**config.mk**
```make
export PLATFORM = sky130hd
export DESIGN_NAME = resonant_two_pole_low_pass_filter
export DESIGN_NICKNAME = d
export VERILOG_FILES = /design/src/sv/rtpf_pkg.sv /design/src/sv/resonant_two_pole_low_pass_filter.sv /design/src/sv/rtpf_mul.sv /design/src/sv/rtpf_div.sv
export SDC_FILE = /design/constraint.sdc
export NUM_CORES = 2
export LEC_CHECK = 0
export BUFFER_PORTS_ARGS = -buffer_cell sky130_fd_sc_hd__buf_4
export CAP_MARGIN = 10
export CORE_MARGIN = 8
export CORE_UTILIZATION = 30
export CTS_BUF_LIST = sky130_fd_sc_hd__clkbuf_16
export DETAILED_ROUTE_END_ITERATION = 8
export PLACE_DENSITY_LB_ADDON = 0.3
export REMOVE_ABC_BUFFERS = 1
export SYNTH_ARGS = -nofsm -noshare
export SYNTH_HDL_FRONTEND = slang
export SYNTH_SLANG_ARGS = --single-unit
```
**constraint.sdc**
```tcl
create_clock -name clock -period 6.9 [get_ports clock]
set_clock_uncertainty 0.05 [all_clocks]
set_input_delay 0.69 -clock clock [delete_from_list [all_inputs] [get_ports clock]]
set_output_delay 0.69 -clock clock [all_outputs]
set_load 0.05 [all_outputs]
```
**src/sv/rtpf_pkg.sv**
```systemverilog
// ----------------------------------------------------------------------------
// rtpf_pkg
// shared types and constants of the resonant two-pole low-pass filter
// ----------------------------------------------------------------------------
`default_nettype none

package rtpf_pkg;

   typedef enum logic [2:0] {
      S_IDLE,
      S_OMEGA,
      S_W2,
      S_M2W,
      S_PB,
      S_WX,
      S_DIV,
      S_WB
   } state_type;

   localparam int MUL_A_W = 32;
   localparam int MUL_B_W = 36;
   localparam int MUL_P_W = MUL_A_W + MUL_B_W;
   localparam int MUL_CNT_W = $clog2(MUL_B_W);

   localparam int DIV_N_W = 64;
   localparam int DIV_D_W = 38;
   localparam int DIV_CNT_W = $clog2(DIV_N_W);

   localparam int CSR_ADDR_W = 3;
   localparam logic REG_SAMPLE_RATE = 1'b0;

   localparam logic [17:0] RATE_RESET = 18'd48000;
   localparam logic [12:0] TWO_PI_NUM = 13'd6283;
   localparam logic [9:0] TWO_PI_DEN = 10'd1000;
   localparam logic [29:0] WT_CAP = 30'h3FFF_FFFF;

   localparam logic [23:0] SAMPLE_MAX = 24'h7F_FFFF;
   localparam logic [23:0] SAMPLE_MIN = 24'h80_0000;

endpackage

`default_nettype wire

```
**src/sv/resonant_two_pole_low_pass_filter.sv**
```systemverilog
// ----------------------------------------------------------------------------
// resonant_two_pole_low_pass_filter
// backward-euler two-pole resonant low-pass, cutoff and damping per request
// ----------------------------------------------------------------------------
// One request is worked at a time: a serial division for the time step,
// four serial multiplies (wt squared, damping term, feedback term, input
// term) and a serial division by d, each unit doing one bit per cycle,
// with registered start and done handoffs between the steps. A finished
// result sits in the output register while the next request is taken.
// sample_rate is written at byte address 0 of the register port.
`default_nettype none

module resonant_two_pole_low_pass_filter (
   input  wire logic                                clock,
   input  wire logic                                reset,
   input  wire logic                                req_valid,
   output logic                                     req_stall,
   input  wire logic signed [23:0]                  req_sample_in,
   input  wire logic        [15:0]                  req_cutoff_hz,
   input  wire logic        [15:0]                  req_damping,
   output logic                                     rsp_valid,
   input  wire logic                                rsp_stall,
   output logic signed      [23:0]                  rsp_sample_out,
   input  wire logic                                psel,
   input  wire logic                                penable,
   input  wire logic                                pwrite,
   input  wire logic        [rtpf_pkg::CSR_ADDR_W-1:0] paddr,
   input  wire logic        [31:0]                  pwdata,
   output logic             [31:0]                  prdata,
   output logic                                     pready
);

   rtpf_pkg::state_type state_ff, state_in;

   logic                 go_ff, go_in;
   logic                 accept;
   logic                 wb_load;
   logic                 rsp_valid_ff, rsp_valid_in;
   logic [17:0]          rate_ff;
   logic signed [23:0]   x_ff;
   logic [15:0]          cut_ff;
   logic [15:0]          damp_ff;
   logic [29:0]          wt_ff;
   logic [35:0]          w2_ff;
   logic [34:0]          m2w_ff;
   logic signed [63:0]   acc_ff;
   logic [23:0]          qsat_ff;
   logic signed [23:0]   prev_ff;
   logic signed [23:0]   pprev_ff;
   logic [23:0]          out_ff;

   logic                                       mul_start, mul_done;
   logic signed [rtpf_pkg::MUL_A_W-1:0]        mul_a;
   logic [rtpf_pkg::MUL_B_W-1:0]               mul_b;
   logic signed [rtpf_pkg::MUL_P_W-1:0]        mul_p;
   logic                                       div_start, div_done;
   logic [rtpf_pkg::DIV_N_W-1:0]               div_n;
   logic [rtpf_pkg::DIV_D_W-1:0]               div_d;
   logic [rtpf_pkg::DIV_N_W-1:0]               div_q;

   logic [28:0]          cut_scaled;
   logic [27:0]          rate_scaled;
   logic [63:0]          acc_mag;
   logic [29:0]          wt_sat;
   logic [23:0]          q_sat;
   logic                 cfg_write;

   // register port
   assign cfg_write = psel && penable && pwrite;
   assign pready    = 1'b1;
   assign prdata    = (paddr[2] == rtpf_pkg::REG_SAMPLE_RATE) ? {14'd0, rate_ff} : 32'd0;

   always_ff @(posedge clock) begin
      if (reset) begin
         rate_ff <= rtpf_pkg::RATE_RESET;
      end else if (cfg_write && paddr[2] == rtpf_pkg::REG_SAMPLE_RATE) begin
         rate_ff <= pwdata[17:0];
      end
   end

   // sequencer
   assign accept = req_valid && !req_stall;

   always_comb begin
      state_in = state_ff;
      unique case (state_ff)
         rtpf_pkg::S_IDLE:  if (accept)   state_in = rtpf_pkg::S_OMEGA;
         rtpf_pkg::S_OMEGA: if (div_done) state_in = rtpf_pkg::S_W2;
         rtpf_pkg::S_W2:    if (mul_done) state_in = rtpf_pkg::S_M2W;
         rtpf_pkg::S_M2W:   if (mul_done) state_in = rtpf_pkg::S_PB;
         rtpf_pkg::S_PB:    if (mul_done) state_in = rtpf_pkg::S_WX;
         rtpf_pkg::S_WX:    if (mul_done) state_in = rtpf_pkg::S_DIV;
         rtpf_pkg::S_DIV:   if (div_done) state_in = rtpf_pkg::S_WB;
         rtpf_pkg::S_WB:    if (!rsp_valid_ff || !rsp_stall) state_in = rtpf_pkg::S_IDLE;
         default:           state_in = rtpf_pkg::S_IDLE;
      endcase
   end

   always_comb begin
      req_stall = (state_ff != rtpf_pkg::S_IDLE);
      wb_load   = (state_ff == rtpf_pkg::S_WB) && (!rsp_valid_ff || !rsp_stall);
      go_in     = (state_in != state_ff) && (state_in != rtpf_pkg::S_IDLE)
               && (state_in != rtpf_pkg::S_WB);
      mul_start = go_ff && (state_ff == rtpf_pkg::S_W2 || state_ff == rtpf_pkg::S_M2W
               || state_ff == rtpf_pkg::S_PB || state_ff == rtpf_pkg::S_WX);
      div_start = go_ff && (state_ff == rtpf_pkg::S_OMEGA || state_ff == rtpf_pkg::S_DIV);
      rsp_valid_in = wb_load || (rsp_valid_ff && rsp_stall);
   end

   always_ff @(posedge clock) begin
      if (reset) begin
         state_ff     <= rtpf_pkg::S_IDLE;
         go_ff        <= 1'b0;
         rsp_valid_ff <= 1'b0;
         prev_ff      <= '0;
         pprev_ff     <= '0;
      end else begin
         state_ff     <= state_in;
         go_ff        <= go_in;
         rsp_valid_ff <= rsp_valid_in;
         if (wb_load) begin
            pprev_ff <= prev_ff;
            prev_ff  <= qsat_ff;
         end
      end
   end

   // operand selection
   assign cut_scaled  = 29'(cut_ff) * 29'(rtpf_pkg::TWO_PI_NUM);
   assign rate_scaled = 28'(rate_ff) * 28'(rtpf_pkg::TWO_PI_DEN);
   assign acc_mag     = acc_ff[63] ? 64'(-acc_ff) : 64'(acc_ff);

   always_comb begin
      mul_a = '0;
      mul_b = '0;
      div_n = '0;
      div_d = '0;
      unique case (state_ff)
         rtpf_pkg::S_OMEGA: begin
            div_n = {11'd0, cut_scaled, 24'd0};
            div_d = 38'(rate_scaled);
         end
         rtpf_pkg::S_W2: begin
            mul_a = {2'b00, wt_ff};
            mul_b = {6'd0, wt_ff};
         end
         rtpf_pkg::S_M2W: begin
            mul_a = {16'd0, damp_ff};
            mul_b = {6'd0, wt_ff};
         end
         rtpf_pkg::S_PB: begin
            mul_a = {{8{prev_ff[23]}}, prev_ff};
            mul_b = {1'b0, m2w_ff} + 36'h0_0200_0000;
         end
         rtpf_pkg::S_WX: begin
            mul_a = {{8{x_ff[23]}}, x_ff};
            mul_b = w2_ff;
         end
         rtpf_pkg::S_DIV: begin
            div_n = acc_mag;
            div_d = {2'b00, w2_ff} + {3'b000, m2w_ff} + 38'h00_0100_0000;
         end
         default: begin
            mul_a = '0;
         end
      endcase
   end

   assign wt_sat = (div_q[63:30] != '0) ? rtpf_pkg::WT_CAP : div_q[29:0];

   always_comb begin
      if (acc_ff[63]) begin
         q_sat = (div_q > 64'd8388608) ? rtpf_pkg::SAMPLE_MIN : 24'(~div_q[23:0] + 24'd1);
      end else begin
         q_sat = (div_q > 64'd8388607) ? rtpf_pkg::SAMPLE_MAX : div_q[23:0];
      end
   end

   // datapath registers
   always_ff @(posedge clock) begin
      if (accept) begin
         x_ff    <= req_sample_in;
         cut_ff  <= req_cutoff_hz;
         damp_ff <= req_damping;
      end
      if (div_done && state_ff == rtpf_pkg::S_OMEGA) begin
         wt_ff <= wt_sat;
      end
      if (div_done && state_ff == rtpf_pkg::S_DIV) begin
         qsat_ff <= q_sat;
      end
      if (mul_done && state_ff == rtpf_pkg::S_W2) begin
         w2_ff <= mul_p[59:24];
      end
      if (mul_done && state_ff == rtpf_pkg::S_M2W) begin
         m2w_ff <= mul_p[45:11];
      end
      if (mul_done && state_ff == rtpf_pkg::S_PB) begin
         acc_ff <= $signed(mul_p[63:0]) - $signed({{16{pprev_ff[23]}}, pprev_ff, 24'd0});
      end
      if (mul_done && state_ff == rtpf_pkg::S_WX) begin
         acc_ff <= acc_ff + $signed(mul_p[63:0]);
      end
      if (wb_load) begin
         out_ff <= qsat_ff;
      end
   end

   assign rsp_valid      = rsp_valid_ff;
   assign rsp_sample_out = out_ff;

   rtpf_mul u_mul (
      .clock   (clock),
      .reset   (reset),
      .start   (mul_start),
      .mcand   (mul_a),
      .mplier  (mul_b),
      .done    (mul_done),
      .product (mul_p)
   );

   rtpf_div u_div (
      .clock    (clock),
      .reset    (reset),
      .start    (div_start),
      .dividend (div_n),
      .divisor  (div_d),
      .done     (div_done),
      .quotient (div_q)
   );

   // checks
   a_mul_done_state: assert property (@(posedge clock) disable iff (reset)
      mul_done |-> (state_ff == rtpf_pkg::S_W2 || state_ff == rtpf_pkg::S_M2W
                 || state_ff == rtpf_pkg::S_PB || state_ff == rtpf_pkg::S_WX))
      else $error("multiplier finished outside a multiply step");

   a_div_done_state: assert property (@(posedge clock) disable iff (reset)
      div_done |-> (state_ff == rtpf_pkg::S_OMEGA || state_ff == rtpf_pkg::S_DIV))
      else $error("divider finished outside a divide step");

   a_rsp_from_wb: assert property (@(posedge clock) disable iff (reset)
      $rose(rsp_valid_ff) |-> $past(state_ff) == rtpf_pkg::S_WB)
      else $error("result raised without writeback");

   a_wb_free_load: assert property (@(posedge clock) disable iff (reset)
      (state_ff == rtpf_pkg::S_WB && !rsp_valid_ff) |=> rsp_valid_ff)
      else $error("writeback stalled with an empty output register");

endmodule

`default_nettype wire

```
**src/sv/rtpf_mul.sv**
```systemverilog
// ----------------------------------------------------------------------------
// rtpf_mul
// bit-serial shift-add multiplier, signed multiplicand times unsigned multiplier
// ----------------------------------------------------------------------------
`default_nettype none

module rtpf_mul (
   input  wire logic                                  clock,
   input  wire logic                                  reset,
   input  wire logic                                  start,
   input  wire logic signed [rtpf_pkg::MUL_A_W-1:0]   mcand,
   input  wire logic        [rtpf_pkg::MUL_B_W-1:0]   mplier,
   output logic                                       done,
   output logic signed      [rtpf_pkg::MUL_P_W-1:0]   product
);

   logic                                   busy_ff, busy_in;
   logic                                   done_ff, done_in;
   logic [rtpf_pkg::MUL_CNT_W-1:0]         cnt_ff, cnt_in;
   logic signed [rtpf_pkg::MUL_A_W:0]      hi_ff, hi_in;
   logic [rtpf_pkg::MUL_B_W-1:0]           lo_ff, lo_in;
   logic signed [rtpf_pkg::MUL_A_W-1:0]    mc_ff, mc_in;
   logic signed [rtpf_pkg::MUL_A_W+1:0]    sum;

   always_comb begin
      sum = {hi_ff[rtpf_pkg::MUL_A_W], hi_ff}
          + (lo_ff[0] ? {{2{mc_ff[rtpf_pkg::MUL_A_W-1]}}, mc_ff}
                      : '0);
      busy_in = busy_ff;
      done_in = 1'b0;
      cnt_in  = cnt_ff;
      hi_in   = hi_ff;
      lo_in   = lo_ff;
      mc_in   = mc_ff;
      if (start) begin
         busy_in = 1'b1;
         cnt_in  = '0;
         hi_in   = '0;
         lo_in   = mplier;
         mc_in   = mcand;
      end else if (busy_ff) begin
         hi_in  = sum[rtpf_pkg::MUL_A_W+1:1];
         lo_in  = {sum[0], lo_ff[rtpf_pkg::MUL_B_W-1:1]};
         cnt_in = cnt_ff + 1'b1;
         if (cnt_ff == rtpf_pkg::MUL_CNT_W'(rtpf_pkg::MUL_B_W - 1)) begin
            busy_in = 1'b0;
            done_in = 1'b1;
         end
      end
   end

   always_ff @(posedge clock) begin
      if (reset) begin
         busy_ff <= 1'b0;
         done_ff <= 1'b0;
         cnt_ff  <= '0;
      end else begin
         busy_ff <= busy_in;
         done_ff <= done_in;
         cnt_ff  <= cnt_in;
      end
      hi_ff <= hi_in;
      lo_ff <= lo_in;
      mc_ff <= mc_in;
   end

   assign done    = done_ff;
   assign product = rtpf_pkg::MUL_P_W'({hi_ff, lo_ff});

endmodule

`default_nettype wire

```
**src/sv/rtpf_div.sv**
```systemverilog
// ----------------------------------------------------------------------------
// rtpf_div
// bit-serial restoring divider, one quotient bit per cycle
// ----------------------------------------------------------------------------
`default_nettype none

module rtpf_div (
   input  wire logic                              clock,
   input  wire logic                              reset,
   input  wire logic                              start,
   input  wire logic [rtpf_pkg::DIV_N_W-1:0]      dividend,
   input  wire logic [rtpf_pkg::DIV_D_W-1:0]      divisor,
   output logic                                   done,
   output logic [rtpf_pkg::DIV_N_W-1:0]           quotient
);

   logic                               busy_ff, busy_in;
   logic                               done_ff, done_in;
   logic [rtpf_pkg::DIV_CNT_W-1:0]     cnt_ff, cnt_in;
   logic [rtpf_pkg::DIV_D_W-1:0]       rem_ff, rem_in;
   logic [rtpf_pkg::DIV_N_W-1:0]       q_ff, q_in;
   logic [rtpf_pkg::DIV_D_W-1:0]       dv_ff, dv_in;
   logic [rtpf_pkg::DIV_D_W:0]         trial;
   logic [rtpf_pkg::DIV_D_W:0]         diff;
   logic                               fits;

   always_comb begin
      trial = {rem_ff, q_ff[rtpf_pkg::DIV_N_W-1]};
      diff  = trial - {1'b0, dv_ff};
      fits  = trial >= {1'b0, dv_ff};
      busy_in = busy_ff;
      done_in = 1'b0;
      cnt_in  = cnt_ff;
      rem_in  = rem_ff;
      q_in    = q_ff;
      dv_in   = dv_ff;
      if (start) begin
         busy_in = 1'b1;
         cnt_in  = '0;
         rem_in  = '0;
         q_in    = dividend;
         dv_in   = divisor;
      end else if (busy_ff) begin
         rem_in = fits ? diff[rtpf_pkg::DIV_D_W-1:0] : trial[rtpf_pkg::DIV_D_W-1:0];
         q_in   = {q_ff[rtpf_pkg::DIV_N_W-2:0], fits};
         cnt_in = cnt_ff + 1'b1;
         if (cnt_ff == rtpf_pkg::DIV_CNT_W'(rtpf_pkg::DIV_N_W - 1)) begin
            busy_in = 1'b0;
            done_in = 1'b1;
         end
      end
   end

   always_ff @(posedge clock) begin
      if (reset) begin
         busy_ff <= 1'b0;
         done_ff <= 1'b0;
         cnt_ff  <= '0;
      end else begin
         busy_ff <= busy_in;
         done_ff <= done_in;
         cnt_ff  <= cnt_in;
      end
      rem_ff <= rem_in;
      q_ff   <= q_in;
      dv_ff  <= dv_in;
   end

   assign done     = done_ff;
   assign quotient = q_ff;

endmodule

`default_nettype wire

```
==> reports/metrics.yaml <==
routing:
  drt_iter0_markers: 2953
  vias_per_cell: 5.20
  wl_um: 134000
  num_vias: 35000
  wl_per_cell_um: 19.8
  firstDrtPassIters: 5
  drtAntennaViolNets: 0
  drc: 0
critical_path:
  cpMostUsedCell: "ha_1"
  worstSetupPathType: "flop to flop"
  cp.arrival_ns: 5.78
  regToRegSetupSlack_ns: 1.45
  r2r-start: "cut_ff[8]"
  crit_buf_inv: 2
  cp-start-kind: "flop"
  reg2reg_depth: 18
  cp_top_family: "adder cells"
  worstPathCellList: "ha_1, fa_1, ha_1, ha_1, inv_1, fa_1, inv_1, ha_1, o21a_1, o21ai_0, o21bai_1, nand2_1, o21ai_0, a31oi_1, o31ai_1, a21boi_0, xor2_1, o221ai_1"
  r2r-end: "u_div.quotient[51]"
  critPathRequiredTime_ns: 7.23
  path_max_fanout: 6
  cpMaxStageDelayCell: "edfxtp_1"
  crit_path_end_kind: "flop"
  slowest_delay_ns: 0.56
die:
  core_area_sq_um: 146000
  die_h_um: 399
  pin_count: 157
  initial_core_util: 0.302
  die_w_um: 399
  dieArea_sq_um: 159000
  rows: 140
cts:
  cts_tree: "yes"
  cts_resized: 0
  cts_buffers: 72
  clk_pin_slew_ns: 0.06
  cts_buffer_depth: 3
  clk-insertion-delay-late_ns: 0.71
  postCtsSetupRepairBufs: 0
  cts_hold_buffers: 0
  cts.sinks: 595
  cts_htree_levels: 3
  cts-root-buf: "clkbuf_16"
sta:
  hold_viol_final: 0
  setup_viol_count_final: 0
  slew_violations: 0
  fin_crit_ns: 5.45
  slew-limit-headroom: 0.224
  fmax_mhz: 183
  final.period_utilization: 0.790
  holdWs_ns: 0.115
  worst_pin_slew_ns: 1.16
  rsz0062_at_grt: "false"
outcome:
  status: "complete, no violations"
worst_hold_path:
  hold_end: "cut_ff[9]"
  whs_path_depth: 1
  min_path_type: "primary input to flop"
  hold_start: "req_cutoff_hz[9]"
synthesis:
  ys_async_sr_fraction: 0
  synth_ff_type: "edfxtp_1"
  synth-edff-count: 437
  synthCells: 4728
  yosysMostFrequentCell: "edfxtp_1"
  synth_seq_cells: 595
  syn-cell-area_sq_um: 44000
  synth_top_area_share: 0.298
  ys_seq_area_frac: 0.370
  synth_top_area_cell: "edfxtp_1"
  synth-warning-count: 0
  synth_area_leaders: "edfxtp_1 30%, ha_1 12%, dfxtp_1 7.2%, fa_1 4.9%, a21oi_1 4.6%"
  syn_avg_cell_area_sq_um: 9.31
  ys_types: 90
  ys_top_cells_by_count: "437 x edfxtp_1, 427 x ha_1, 423 x nand2_1"
global_routing:
  grt_overflow_total: 0
  first_global_vias: 33900
  grt_pass1_wl_um: 204000
  gr-usage-all-layers: 0.164
  grt_max_degree: 74
  antenna_found_initial: 2
flow_run:
  drv_cap: 0
power:
  power_leakage_nw: 20.0
  powerDensity_nw_per_um2: 247
  max-vdd-ir-drop_mv: 0.193
  finalPower_mw: 12.2
layout:
  num-nets-final: 5388
  area_growth_pct: 12.0
  final_layout_size_suffix_gt1_frac: 0.0694
place:
  port_buffers: 125
  place_congestion: 0.929
  dpl.hpwl_um: 102000
## power by group
part           internal (mW)  switching [mW]  total, mW
clock network           2.16            1.73       3.89
logic                   1.69            2.34       4.04
registers               4.05           0.218       4.27
total                   7.90            4.29       12.2
## state kept, by name, indices dropped and copies added (netlist names), 30 cells and up
name,flops
u_mul.lo_ff,36
u_div.rem_ff,38
u_div.dv_ff,37
u_mul.mc_ff,31
w2_ff,36
wt_ff,30
acc_ff,64
u_mul.hi_ff,33
u_div.quotient,64
m2w_ff,35
## metal layers
layer | share of wire | vias up | GRT usage
li1 | - | 17100 | -
met1 | 0.46 | 16800 | 0.224
met2 | 0.45 | 954 | 0.264
met3 | 0.058 | 188 | 0.0269
met4 | 0.032 | 2 | 0.0514
met5 | 0.000097 | - | 0
## area by class of cell
cell class | instances | area (sq um)
fillers | 15000 | 96400
multi-input cells | 3573 | 25600
flip-flops and latches | 595 | 16300
well taps | 1917 | 2400
clock buffers | 73 | 1830
inverters | 350 | 1310
repair buffers | 163 | 1240
clock inverters | 61 | 592
diodes | 2 | 5.00
## cell families (layout without fill, tap and decap cells)
| logic type | Yosys count | after routing | share of synthesized area |
|---|---|---|---|
| muxes | 107 | 107 | 0.0244 |
| and+or+nand+nor | 1258 | 1258 | 0.136 |
| other | 2 | 17 | 0.000171 |
| adders and majority gates | 535 | 535 | 0.170 |
| AOI/OAI and AO/OA | 1363 | 1363 | 0.190 |
| buffers and inverters | 573 | 647 | 0.0505 |
| xor gates and xnor gates | 295 | 295 | 0.0587 |
| DFF | 595 | 595 | 0.370 |
## stage by stage
stage | cells | TNS (ns) | cell area [sq um] | worst slack [ns] | utilization
global route | 6732 | 0 | 49300 | 1.05 | 0.338
finish | 6734 | 0 | 49300 | 1.45 | 0.338
detailed placement | 6597 | 0 | 46900 | 1.49 | 0.322
global placement | 6597 | 0 | 46900 | 1.55 | 0.322
CTS | 6731 | 0 | 49300 | 1.49 | 0.338
floorplan | 4518 | -1055.85 | 43200 | -6.75 | -
## how the worst max path moves through the flow
stage | startpoint | end | slack, ns | depth (start not counted)
floorplan | state_ff[0] | u_div.quotient[46] | -6.75 | 5
global placement | rate_ff[8] | u_div.dv_ff[27] | 1.55 | 17
detailed placement | rate_ff[8] | u_div.dv_ff[27] | 1.49 | 17
CTS | cut_ff[8] | u_div.quotient[51] | 1.49 | 18
global route | cut_ff[8] | u_div.quotient[51] | 1.05 | 18
finish | cut_ff[8] | u_div.quotient[51] | 1.45 | 18
## cell usage in the layout, fill, tap and decap left out, types with 137 or more instances in the layout
master / synthesis / layout
a21o_1: 158 / 158
xnor2_1: 137 / 137
xor2_1: 158 / 158
inv_1: 348 / 363
ha_1: 427 / 427
a21oi_1: 401 / 401
edfxtp_1: 437 / 437
nor2_1: 305 / 299
dfxtp_1: 158 / 152
nand2_1: 423 / 421
o21ai_0: 387 / 386
buf_4: 17 / 162
No activity file was read; power rests on OpenSTA's default activity.
